<file path="src/rtl/lrws_pkg.sv">
// ----------------------------------------------------------------------------
// lrws_pkg
// Types and constants shared by the LED register write sequencer.
// ----------------------------------------------------------------------------
package lrws_pkg;

  localparam int unsigned TGT_W = 3;

  localparam logic [7:0] BASE_ADDR    = 8'hc0;
  localparam logic [7:0] REG_TRANSFER = 8'h08;
  localparam logic [7:0] VAL_BEGIN    = 8'h53;
  localparam logic [7:0] VAL_END      = 8'h44;
  localparam logic [7:0] REG_MODE     = 8'h09;
  localparam logic [7:0] REG_BRIGHT   = 8'h20;
  localparam logic [7:0] REG_CMODE    = 8'h30;
  localparam logic [7:0] REG_RED      = 8'h31;
  localparam logic [7:0] REG_GREEN    = 8'h32;
  localparam logic [7:0] REG_BLUE     = 8'h33;
  localparam logic [5:0] LONG_DELAY   = 6'd50;
  localparam logic [5:0] SHORT_DELAY  = 6'd5;

  localparam logic KIND_OFF    = 1'b0;
  localparam logic KIND_STATIC = 1'b1;

  typedef struct packed {
    logic       kind;
    logic       all_modules;
    logic [7:0] module_address;
    logic [7:0] red;
    logic [7:0] green;
    logic [7:0] blue;
    logic [7:0] brightness;
  } cmd_t;

  typedef struct packed {
    logic [7:0] bus_address;
    logic [7:0] register_index;
    logic [7:0] write_value;
    logic [5:0] settle_ms;
    logic       status;
    logic       last;
  } wr_t;

  typedef struct packed {
    logic             kind;
    logic             err;
    logic [7:0]       addr;
    logic [7:0]       red;
    logic [7:0]       green;
    logic [7:0]       blue;
    logic [7:0]       brightness;
    logic [TGT_W-1:0] tgt_first;
    logic [TGT_W-1:0] tgt_last;
  } desc_t;

endpackage

</file>
<file path="src/rtl/lrws_fifo.sv">
// ----------------------------------------------------------------------------
// lrws_fifo
// Small show-ahead queue of registers.
// ----------------------------------------------------------------------------
module lrws_fifo #(
  parameter int unsigned WIDTH = 8,
  parameter int unsigned DEPTH = 2
) (
  input  logic             clk_i,
  input  logic             rst_ni,
  input  logic             push_i,
  input  logic [WIDTH-1:0] wdata_i,
  output logic             full_o,
  input  logic             pop_i,
  output logic [WIDTH-1:0] rdata_o,
  output logic             empty_o
);

  localparam int unsigned PTR_W = (DEPTH > 1) ? $clog2(DEPTH) : 1;
  localparam int unsigned CNT_W = $clog2(DEPTH + 1);
  localparam logic [PTR_W-1:0] PTR_MAX = PTR_W'(DEPTH - 1);

  logic [WIDTH-1:0] mem_q [DEPTH];
  logic [PTR_W-1:0] wr_ptr_q, wr_ptr_d, rd_ptr_q, rd_ptr_d;
  logic [CNT_W-1:0] cnt_q, cnt_d;
  logic             do_push, do_pop;

  assign full_o  = (cnt_q == CNT_W'(DEPTH));
  assign empty_o = (cnt_q == '0);
  assign do_push = push_i && !full_o;
  assign do_pop  = pop_i && !empty_o;
  assign rdata_o = mem_q[rd_ptr_q];

  always_comb begin
    wr_ptr_d = wr_ptr_q;
    rd_ptr_d = rd_ptr_q;
    cnt_d    = cnt_q;
    if (do_push) begin
      wr_ptr_d = (wr_ptr_q == PTR_MAX) ? '0 : wr_ptr_q + PTR_W'(1);
    end
    if (do_pop) begin
      rd_ptr_d = (rd_ptr_q == PTR_MAX) ? '0 : rd_ptr_q + PTR_W'(1);
    end
    if (do_push && !do_pop) begin
      cnt_d = cnt_q + CNT_W'(1);
    end else if (do_pop && !do_push) begin
      cnt_d = cnt_q - CNT_W'(1);
    end
  end

  always_ff @(posedge clk_i or negedge rst_ni) begin
    if (!rst_ni) begin
      wr_ptr_q <= '0;
      rd_ptr_q <= '0;
      cnt_q    <= '0;
    end else begin
      wr_ptr_q <= wr_ptr_d;
      rd_ptr_q <= rd_ptr_d;
      cnt_q    <= cnt_d;
    end
  end

  always_ff @(posedge clk_i) begin
    if (do_push) begin
      mem_q[wr_ptr_q] <= wdata_i;
    end
  end

endmodule

</file>
<file path="src/rtl/lrws_front.sv">
// ----------------------------------------------------------------------------
// lrws_front
// Classifies a command: resolves the target range or flags a bad address.
// ----------------------------------------------------------------------------
module lrws_front #(
  parameter int unsigned MODULE_COUNT = 4
) (
  input  lrws_pkg::cmd_t  cmd_i,
  output lrws_pkg::desc_t desc_o
);

  logic [lrws_pkg::TGT_W-1:0] idx;
  logic                       addr_ok;

  assign idx     = cmd_i.module_address[lrws_pkg::TGT_W:1];
  assign addr_ok = (cmd_i.module_address[7:4] == lrws_pkg::BASE_ADDR[7:4])
                && !cmd_i.module_address[0]
                && (int'(idx) < MODULE_COUNT);

  always_comb begin
    desc_o.kind       = cmd_i.kind;
    desc_o.addr       = cmd_i.module_address;
    desc_o.red        = cmd_i.red;
    desc_o.green      = cmd_i.green;
    desc_o.blue       = cmd_i.blue;
    desc_o.brightness = cmd_i.brightness;
    if (cmd_i.all_modules) begin
      desc_o.err       = 1'b0;
      desc_o.tgt_first = '0;
      desc_o.tgt_last  = lrws_pkg::TGT_W'(MODULE_COUNT - 1);
    end else begin
      desc_o.err       = !addr_ok;
      desc_o.tgt_first = idx;
      desc_o.tgt_last  = idx;
    end
  end

endmodule

</file>
<file path="src/rtl/lrws_back.sv">
// ----------------------------------------------------------------------------
// lrws_back
// Expands the queued command into writes, one per cycle while not wr_full_i.
// ----------------------------------------------------------------------------
module lrws_back (
  input  logic            clk_i,
  input  logic            rst_ni,
  input  lrws_pkg::desc_t desc_i,
  input  logic            desc_empty_i,
  output logic            desc_pop_o,
  output lrws_pkg::wr_t   wr_o,
  output logic            wr_push_o,
  input  logic            wr_full_i
);

  localparam logic [1:0] PH_BEGIN = 2'd0;
  localparam logic [1:0] PH_BODY  = 2'd1;
  localparam logic [1:0] PH_END   = 2'd2;

  localparam logic [2:0] ST_MODE   = 3'd0;
  localparam logic [2:0] ST_BRIGHT = 3'd1;
  localparam logic [2:0] ST_CMODE  = 3'd2;
  localparam logic [2:0] ST_RED    = 3'd3;
  localparam logic [2:0] ST_GREEN  = 3'd4;
  localparam logic [2:0] ST_BLUE   = 3'd5;

  logic [1:0]                 phase_q, phase_d;
  logic [lrws_pkg::TGT_W-1:0] cnt_q, cnt_d, tgt;
  logic [2:0]                 step_q, step_d;
  logic                       emit, done, body_tgt_done;

  assign emit      = !desc_empty_i && !wr_full_i;
  assign wr_push_o = emit;
  assign desc_pop_o = emit && done;

  always_comb begin
    tgt           = desc_i.tgt_first + cnt_q;
    wr_o          = '0;
    done          = 1'b0;
    body_tgt_done = (desc_i.kind == lrws_pkg::KIND_OFF) || (step_q == ST_BLUE);
    if (desc_i.err) begin
      wr_o.bus_address = desc_i.addr;
      wr_o.status      = 1'b1;
      wr_o.last        = 1'b1;
      done             = 1'b1;
    end else begin
      unique case (phase_q)
        PH_BEGIN: begin
          tgt                 = desc_i.tgt_last - cnt_q;
          wr_o.register_index = lrws_pkg::REG_TRANSFER;
          wr_o.write_value    = lrws_pkg::VAL_BEGIN;
          wr_o.settle_ms      = lrws_pkg::LONG_DELAY;
        end
        PH_BODY: begin
          wr_o.settle_ms = lrws_pkg::SHORT_DELAY;
          if (desc_i.kind == lrws_pkg::KIND_OFF) begin
            wr_o.register_index = lrws_pkg::REG_BRIGHT;
          end else begin
            unique case (step_q)
              ST_MODE: wr_o.register_index = lrws_pkg::REG_MODE;
              ST_BRIGHT: begin
                wr_o.register_index = lrws_pkg::REG_BRIGHT;
                wr_o.write_value    = desc_i.brightness;
              end
              ST_CMODE: begin
                wr_o.register_index = lrws_pkg::REG_CMODE;
                wr_o.write_value    = 8'h01;
              end
              ST_RED: begin
                wr_o.register_index = lrws_pkg::REG_RED;
                wr_o.write_value    = desc_i.red;
              end
              ST_GREEN: begin
                wr_o.register_index = lrws_pkg::REG_GREEN;
                wr_o.write_value    = desc_i.green;
              end
              default: begin
                wr_o.register_index = lrws_pkg::REG_BLUE;
                wr_o.write_value    = desc_i.blue;
              end
            endcase
          end
        end
        default: begin
          wr_o.register_index = lrws_pkg::REG_TRANSFER;
          wr_o.write_value    = lrws_pkg::VAL_END;
          wr_o.settle_ms      = lrws_pkg::LONG_DELAY;
          done                = (tgt == desc_i.tgt_last);
          wr_o.last           = done;
        end
      endcase
      wr_o.bus_address = lrws_pkg::BASE_ADDR | {4'h0, tgt, 1'b0};
    end
  end

  always_comb begin
    phase_d = phase_q;
    cnt_d   = cnt_q;
    step_d  = step_q;
    if (emit) begin
      if (done) begin
        phase_d = PH_BEGIN;
        cnt_d   = '0;
        step_d  = ST_MODE;
      end else begin
        unique case (phase_q)
          PH_BEGIN: begin
            if (tgt == desc_i.tgt_first) begin
              phase_d = PH_BODY;
              cnt_d   = '0;
            end else begin
              cnt_d = cnt_q + lrws_pkg::TGT_W'(1);
            end
          end
          PH_BODY: begin
            if (body_tgt_done) begin
              step_d = ST_MODE;
              if (tgt == desc_i.tgt_last) begin
                phase_d = PH_END;
                cnt_d   = '0;
              end else begin
                cnt_d = cnt_q + lrws_pkg::TGT_W'(1);
              end
            end else begin
              step_d = step_q + 3'd1;
            end
          end
          default: cnt_d = cnt_q + lrws_pkg::TGT_W'(1);
        endcase
      end
    end
  end

  always_ff @(posedge clk_i or negedge rst_ni) begin
    if (!rst_ni) begin
      phase_q <= PH_BEGIN;
      cnt_q   <= '0;
      step_q  <= ST_MODE;
    end else begin
      phase_q <= phase_d;
      cnt_q   <= cnt_d;
      step_q  <= step_d;
    end
  end

endmodule

</file>
<file path="src/rtl/led_register_write_sequencer_core.sv">
// ----------------------------------------------------------------------------
// led_register_write_sequencer_core
// Turns lighting commands into ordered LED controller register writes.
// ----------------------------------------------------------------------------
// With the sequencer idle, a command's first write passes through the command
// queue and then the write queue before it is visible at wr_o.
// Throughput: one write per cycle from the sequencer while the write queue has
// room; a command has 1 write for a bad address, 3*N off, 8*N static (N targets).
// A two-entry command queue lets new commands in while the sequencer runs.
// Reset: asynchronous, active low; clears both queues and the sequencer.
module led_register_write_sequencer_core #(
  parameter int unsigned MODULE_COUNT = 4
) (
  input  logic           clk_i,
  input  logic           rst_ni,
  input  logic           push,
  output logic           full,
  input  lrws_pkg::cmd_t cmd_i,
  output logic           empty,
  input  logic           pop,
  output lrws_pkg::wr_t  wr_o
);

  localparam int unsigned DESC_W = $bits(lrws_pkg::desc_t);
  localparam int unsigned WR_W   = $bits(lrws_pkg::wr_t);

  lrws_pkg::desc_t desc_in, desc_head;
  lrws_pkg::wr_t   wr_gen;
  logic [DESC_W-1:0] desc_rdata;
  logic [WR_W-1:0]   wr_rdata;
  logic            desc_empty, desc_pop, wr_push, wr_full;

  lrws_front #(
    .MODULE_COUNT(MODULE_COUNT)
  ) u_front (
    .cmd_i (cmd_i),
    .desc_o(desc_in)
  );

  lrws_fifo #(
    .WIDTH(DESC_W),
    .DEPTH(2)
  ) u_desc_fifo (
    .clk_i  (clk_i),
    .rst_ni (rst_ni),
    .push_i (push),
    .wdata_i(desc_in),
    .full_o (full),
    .pop_i  (desc_pop),
    .rdata_o(desc_rdata),
    .empty_o(desc_empty)
  );

  assign desc_head = lrws_pkg::desc_t'(desc_rdata);

  lrws_back u_back (
    .clk_i       (clk_i),
    .rst_ni      (rst_ni),
    .desc_i      (desc_head),
    .desc_empty_i(desc_empty),
    .desc_pop_o  (desc_pop),
    .wr_o        (wr_gen),
    .wr_push_o   (wr_push),
    .wr_full_i   (wr_full)
  );

  lrws_fifo #(
    .WIDTH(WR_W),
    .DEPTH(2)
  ) u_wr_fifo (
    .clk_i  (clk_i),
    .rst_ni (rst_ni),
    .push_i (wr_push),
    .wdata_i(wr_gen),
    .full_o (wr_full),
    .pop_i  (pop),
    .rdata_o(wr_rdata),
    .empty_o(empty)
  );

  assign wr_o = lrws_pkg::wr_t'(wr_rdata);

endmodule
</file>
<file path="config.mk">
export PLATFORM = sky130hd
export DESIGN_NAME = led_register_write_sequencer_core
export DESIGN_NICKNAME = d
export VERILOG_FILES = /design/src/rtl/lrws_pkg.sv /design/src/rtl/lrws_fifo.sv /design/src/rtl/lrws_front.sv /design/src/rtl/lrws_back.sv /design/src/rtl/led_register_write_sequencer_core.sv
export SDC_FILE = /design/constraint.sdc
export NUM_CORES = 1
export LEC_CHECK = 0
export ABC_AREA = 1
export BUFFER_PORTS_ARGS = -buffer_cell sky130_fd_sc_hd__buf_2
export CAP_MARGIN = 0
export CORE_ASPECT_RATIO = 1.75
export CORE_UTILIZATION = 58
export DETAILED_ROUTE_END_ITERATION = 10
export PLACE_DENSITY = 0.79
export SLEW_MARGIN = 15
export SYNTH_ARGS = -nofsm -noshare
export SYNTH_HDL_FRONTEND = slang
export SYNTH_SLANG_ARGS = --single-unit
</file>
<file path="constraint.sdc">
create_clock -name clk_i -period 3.5 [get_ports clk_i]
set_input_delay 0.35 -clock clk_i [delete_from_list [all_inputs] [get_ports clk_i]]
set_output_delay 0.35 -clock clk_i [all_outputs]
set_load 0.005 [all_outputs]
</file>
==> results of run 1 <==
## state kept, by name (all words and copies together) (netlist names)
| signal | count |
|---|---|
| u_desc_fifo.mem_q | 94 |
| u_wr_fifo.mem_q | 50 |
| u_back.cnt_q | 3 |
| u_back.step_q | 3 |
| u_back.phase_q | 2 |
| u_desc_fifo.cnt_q | 2 |
| u_wr_fifo.cnt_q | 2 |
| u_desc_fifo.rd_ptr_q | 1 |
| u_desc_fifo.wr_ptr_q | 1 |
| u_wr_fifo.rd_ptr_q | 1 |
| u_wr_fifo.wr_ptr_q | 1 |
## layer usage
metal,share of wire (%),up-vias
li1,-,2278
met3,4.4,27
met4,2.8,0
met2,56,152
met5,0,-
met1,37,2214
## timing repair
action | in CTS | in global routing
endpoints found under the setup margin | 0 | 0
buffers inserted | 0 | 0
hold buffers | 1 | 0
hold endpoints to repair | 16 | 0
gates resized for setup | 0 | 0
## final timing paths
kind                                 startpoint                       end
min reg2reg                     u_back.cnt_q[1]           u_back.cnt_q[1]
max reg2reg                u_desc_fifo.rd_ptr_q      u_desc_fifo.cnt_q[1]
min                                    cmd_i[4]  u_desc_fifo.mem_q[1][10]
max                        u_desc_fifo.rd_ptr_q      u_desc_fifo.cnt_q[1]
min in group asynchronous                rst_ni        u_wr_fifo.rd_ptr_q
max in group asynchronous                rst_ni          u_back.step_q[0]
## power groups by stage
stage	combinational, W	sequential [W]	clock (W)
CTS	0.00278	0.00312	0.00178
floorplan	0.00196	0.00311	0
global placement	0.00267	0.00313	0
finish	0.00276	0.00312	0.00175
detailed placement	0.00276	0.00316	0
global route	0.00308	0.00317	0.00185
## Yosys cell counts, drive strengths merged, types with 3 or more instances
| cell | count | area share, % |
|---|---|---|
| inv | 59 | 3.2 |
| o21ai | 40 | 3.1 |
| ha | 10 | 1.8 |
| dfrtp | 16 | 5.7 |
| a21boi | 3 | 0.32 |
| or2 | 3 | 0.27 |
| nand4 | 9 | 0.80 |
| a21oi | 14 | 1.1 |
| o221ai | 3 | 0.38 |
| nor2 | 59 | 3.6 |
| xor2 | 6 | 0.75 |
| o31ai | 6 | 0.64 |
| a31oi | 6 | 0.54 |
| o22ai | 5 | 0.45 |
| nand3 | 16 | 1.4 |
| edfxtp | 144 | 62 |
| clkbuf | 8 | 0.43 |
| nand2 | 182 | 10 |
| buf | 16 | 1.5 |
| a311oi | 3 | 0.38 |
## logic make-up after synthesis
family / after synthesis / share of synthesized area [%]
AND/OR/NAND/NOR: 272 / 16.5
flip-flops: 160 / 67.5
buffers and inverters: 85 / 5.40
AO/OA/AOI/OAI: 83 / 7.24
adder cells (fa/ha/maj): 12 / 2.36
XOR/XNOR: 8 / 1.00
other: 1 / 0.0536
## critical path, cell delays in order, from the launching register on
cell and delay, ns:
dfrtp_1 0.47, inv_2 0.09, or2_1 0.11, o21ai_2 0.06
inv_2 0.06, ha_1 0.13, inv_1 0.05, fa_1 0.41
xor2_1 0.19, nand2_1 0.06, or2_0 0.23, nor2_2 0.14
nor2_2 0.08, inv_2 0.09, nand2_1 0.09, ha_1 0.33
a21oi_1 0.14, o21ai_0 0.14, xor2_1 0.17
## stage by stage
| stage | hold WS (ns) | instance area (um^2) | utilization [%] | std cells | total power (W) |
|---|---|---|---|---|---|
| 6_report | 0.111 | 8080 | 69.4 | 851 | 0.00763 |
| 5_1_grt | 0.0988 | 8080 | 69.4 | 851 | 0.00809 |
| 4_1_cts | 0.0998 | 8080 | 69.3 | 850 | 0.00767 |
| 3_5_place_dp | 0.296 | 7490 | 64.3 | 817 | 0.00591 |
| 3_3_place_gp | 0.285 | 7490 | 64.3 | 817 | 0.00579 |
| 2_1_floorplan | 0.0544 | 7010 | - | 624 | 0.00507 |
## cell type report
type                       count  area, um^2  area share (%)
sequential                   160        4720            58.5
tap                          135         169            2.09
clock buffer                  17         425            5.27
timing repair buffer          83         438            5.42
multi-input combinational    379        1930            23.9
clock inverter                15         148            1.83
inverter                      61         241            2.99
antenna                        1        2.50          0.0310
==> run_results.csv, run 1 <==
group,metric,value,unit
status,status,"completed",
global_routing,grt_pass1_vias,4647,
placement,place_ws,0.342,ns
die,die_area,12500,um^2
die,rows,52,
clock_tree,clk_pin_slew,0.07,ns
power_and_ir_drop,power_switching,0.00291,W
critical_path,worstPathRequired,3.80,ns
sta,skew,0.0138,ns
clock_tree,tritoncts,"done",
critical_path,arrival,3.48,ns
synth,synth-async-reset-ratio,10.0,%
power_and_ir_drop,pwr_density_cell,945,nW/um^2
clock_tree,clk_latency,0.43,ns
critical_path,cp_max_fo,8,
placement,io_buffer_count,75,
sta,finalHoldViolCount,0,
synth,ys_seq_area_share,67.5,%
global_routing,grt-ovfl-total,0,
sta,rsz0062_at_grt,"false",
global_routing,met3_usage,3.60,%
critical_path,end_kind,"flop",
sta,slew_headroom,52.5,%
detailed_routing,viasPerCell,5.49,
critical_path,worstSetupPathType,"reg -> reg",
synth,synth_cells,621,
clock_tree,htree_levels,4,
layout,layout_commonest_cell,"nand2_1",
sta,fin_ws,0.329,ns
synth,synth_area_per_cell,11.3,um^2
global_routing,grt_pass1_wl,21600,um
die,pin_count,80,
clock_tree,clock-sinks,160,
detailed_routing,first_pass_iters,6,
layout,areaGrowthSynthToFinish,15.4,%
die,core_area,11600,um^2
power_and_ir_drop,power.share.sequential,40.9,%
power_and_ir_drop,combPwrFrac,36.1,%
placement,dp_hpwl,9340,um
global_routing,antenna_found_initial,1,
detailed_routing,drt_iter0_drc,263,
synth,ys.flop_type,"edfxtp_1",
detailed_routing,wl,13500,um
power_and_ir_drop,switching_share,38.1,%
sta,drv_slew,0,
critical_path,worstSetupStartpointType,"flop",
sta,fmax,315,MHz
critical_path,r2r_slack,0.33,ns
sta,min_period_over_period,90.6,%
min_path,hold_depth,1,
critical_path,r2r_cells,18,
clock_tree,cts_max_path_buffers,2,
die,start_util,60.1,%
synth,synth-seq-cells,160,
sta,setup_viol,0,
job,cap_violations,0,
synth,yosys_warnings,0,
power_and_ir_drop,clkPwrFrac,23.0,%
detailed_routing,wl_per_cell,15.9,um
detailed_routing,ant_nets,0,
die,dieWidth,85.1,um
layout,nets,760,
synth,synth_edf_count,144,
sta,period_needed,3.17,ns
layout,final_cell_mix,"177 x nand2_1, 144 x edfxtp_1, 75 x buf_2",
placement,place_congestion,0.884,
synth,netlist_area,7000,um^2
global_routing,use_met1,24.7,%
global_routing,grt_usage,23.0,%
sta,final.setup.tns,0,ns
global_routing,use_met2,42.0,%
synth,synth_cell_types,44,
global_routing,grt_most_used_layer,"met2",
power_and_ir_drop,p_leak,3.39,nW
layout,n_fill_cell,788,
global_routing,grt_max_degree,49,
layout,final_layout_size_suffix_gt1_share,20.7,%
clock_tree,numCtsBuffers,17,
sta,tightestPinTransition,0.705,ns
detailed_routing,vias,4671,
power_and_ir_drop,vdd_ir_drop_max,0.608,mV
die,dieHeight,147,um
detailed_routing,route.detailed.drc,0,
power_and_ir_drop,p_int,0.00473,W
min_path,hold_path_class,"in -> reg",
clock_tree,cts_root_buf,"clkbuf_16",
No activity file was read; power rests on OpenSTA's default activity.
==> run 2, diff against run 1 <==
==> constraint.sdc (replaced) <==
create_clock -name clk_i -period 3.5 [get_ports clk_i]
set_input_delay 0.175 -clock clk_i [delete_from_list [all_inputs] [get_ports clk_i]]
set_output_delay 0.175 -clock clk_i [all_outputs]
set_load 0.005 [all_outputs]
==> run 2 against run 1 <==
Sequential share of layout area fell by 2.7 points. Die area did not move. Sequential power barely moved. Power rose by 0.49%. Sequential cell count did not move. Clock skew fell by 0.00080 ns. Non-clock buffer count rose by 40. First-iteration DRC count rose by 14%. Critical endpoint unchanged. Largest cell class unchanged. Largest power group unchanged. Highest routed layer unchanged.
==> run_results.csv, run 2 (synthesis gave the netlist of run 1 again) <==
group,metric,value,unit
layout,reg.largest.list,"u_desc_fifo.mem_q (94), u_wr_fifo.mem_q (50)",
layout,top_register,"u_desc_fifo.mem_q",
layout,final_cell_mix,"177 x nand2_1, 144 x edfxtp_1, 75 x buf_2",
clock_tree,cts_root_buf,"clkbuf_16",
layout,final_layout_size_suffix_gt1_share,19.6,%
sta,slew_headroom,51.8,%
critical_path,cp_max_fo,8,
power_and_ir_drop,vdd_ir_drop_max,0.607,mV
critical_path,worstSetupPathType,"reg -> reg",
detailed_routing,route.detailed.drc,0,
clock_tree,cts_max_path_buffers,2,
layout,layout_commonest_cell,"nand2_1",
global_routing,grt_usage,24.8,%
detailed_routing,vias,4858,
sta,period_needed,3.16,ns
clock_tree,hold_buffers,41,
critical_path,worstSetupStartpointType,"flop",
power_and_ir_drop,p_leak,3.54,nW
detailed_routing,ant_nets,0,
clock_tree,clk_latency,0.42,ns
sta,drv_slew,0,
die,start_util,60.1,%
global_routing,grt_max_degree,49,
detailed_routing,wl_per_cell,16.2,um
global_routing,antenna_found_initial,0,
sta,rsz0062_at_grt,"false",
clock_tree,htree_levels,4,
die,die_area,12500,um^2
critical_path,r2r_start,"u_desc_fifo.rd_ptr_q",
sta,setup_viol,0,
layout,seq_area,4720,um^2
detailed_routing,drt_iter0_drc,300,
min_path,hold_depth,1,
global_routing,grt_pass1_wl,23200,um
placement,io_buffer_count,75,
sta,finalHoldViolCount,0,
layout,multi_input_area,1930,um^2
detailed_routing,viasPerCell,5.46,
critical_path,end_kind,"flop",
job,cap_violations,0,
layout,areaGrowthSynthToFinish,20.9,%
layout,diodes,0,
sta,final.setup.tns,0,ns
critical_path,r2r-end,"u_desc_fifo.cnt_q[1]",
die,core_area,11600,um^2
sta,fmax,316,MHz
clock_tree,tritoncts,"done",
sta,tightestPinTransition,0.723,ns
layout,nets,800,
placement,place_congestion,0.883,
status,status,"completed",
power_and_ir_drop,pwr_density_cell,906,nW/um^2
placement,dp_hpwl,9540,um
layout,largest_reg_flops,94,
critical_path,r2r_cells,18,
layout,final_util,72.7,%
critical_path,arrival,3.46,ns
clock_tree,numCtsBuffers,17,
clock_tree,clk_pin_slew,0.06,ns
clock_tree,cts_setup_buffers,0,
detailed_routing,wl,14400,um
die,rows,52,
clock_tree,cts_resized,0,
min_path,hold_path_class,"in -> reg",
sta,min_period_over_period,90.4,%
min_path,hold_path_end,"u_desc_fifo.mem_q[1][41]",
die,pin_count,80,
sta,hold_ws,0.0363,ns
detailed_routing,first_pass_iters,5,
global_routing,grt_pass1_vias,4933,
clock_tree,clock-sinks,160,
die,dieWidth,85.1,um
critical_path,r2r_slack,0.34,ns
die,dieHeight,147,um
layout,n_fill_cell,761,
min_path,hp-start,"cmd_i[35]",
sta,skew,0.0130,ns
global_routing,grt-ovfl-total,0,
critical_path,worstPathRequired,3.79,ns
## run 2: cell count changes in the layout (fill, tap and decap cells not counted), sizes merged
cell | previous run | this run
dlygate4sd3 | 1 | 41
clkinvlp | 1 | 5
inv | 68 | 64
clkinv | 7 | 5
bufinv | 0 | 1
diode | 1 | 0
## run 2: how the worst max path moves through the flow
stage,cells past startpoint,startpoint,end,slack (ns)
final,18,u_desc_fifo.rd_ptr_q,u_desc_fifo.cnt_q[1],0.34
after global routing,18,u_desc_fifo.rd_ptr_q,u_desc_fifo.cnt_q[1],0.10
after CTS,18,u_desc_fifo.rd_ptr_q,u_desc_fifo.cnt_q[1],0.34
after detailed placement,18,u_desc_fifo.rd_ptr_q,u_desc_fifo.cnt_q[1],0.35
after global placement,18,u_desc_fifo.rd_ptr_q,u_desc_fifo.cnt_q[1],0.45
after floorplan,3,u_desc_fifo.cnt_q[1],u_desc_fifo.mem_q[1][0],0.46
## run 2: area by class of cell
type | count | share of cell area [%]
Sequential cell | 160 | 55.8
Clock inverter | 14 | 1.58
Clock buffer | 17 | 5.03
Inverter | 61 | 2.85
Tap cell | 135 | 2.00
Timing Repair Buffer | 123 | 9.91
Multi-Input combinational cell | 379 | 22.8
## run 2: metrics by stage
stage,setup WS [ns],instances,total power (W),cell area [um^2]
2_1_floorplan,0.459,624,0.00507,7010
3_3_place_gp,0.446,817,0.00579,7490
3_5_place_dp,0.349,817,0.00592,7490
4_1_cts,0.336,889,0.00770,8460
5_1_grt,0.103,889,0.00816,8460
6_report,0.337,889,0.00767,8460
## run 2: power by group
part	internal (W)	switching [W]	leakage [nW]	total, W
logic	0.000905	0.00191	1.73	0.00282
clock network	0.000985	0.000743	0.259	0.00173
registers	0.00291	0.000218	1.55	0.00313
## run 2: layer usage
layer	vias up	share of wire, %	track usage, %
li1	2346	-	-
met1	2292	37	26.6
met2	187	56	45.8
met3	33	4.3	4.72
met4	0	2.8	11.8
met5	-	0	0
## run 2: worst max-delay path, stage by stage, from the launching register on
cell and delay [ns]:
dfrtp_1 0.47, inv_2 0.10, or2_1 0.11, o21ai_2 0.07, inv_2 0.06, ha_1 0.13, inv_1 0.05, fa_1 0.41
xor2_1 0.20, nand2_1 0.06, or2_0 0.23, nor2_2 0.13, nor2_2 0.09, inv_2 0.09, nand2_1 0.09, ha_1 0.33
a21oi_1 0.12, o21ai_0 0.13, xor2_1 0.16
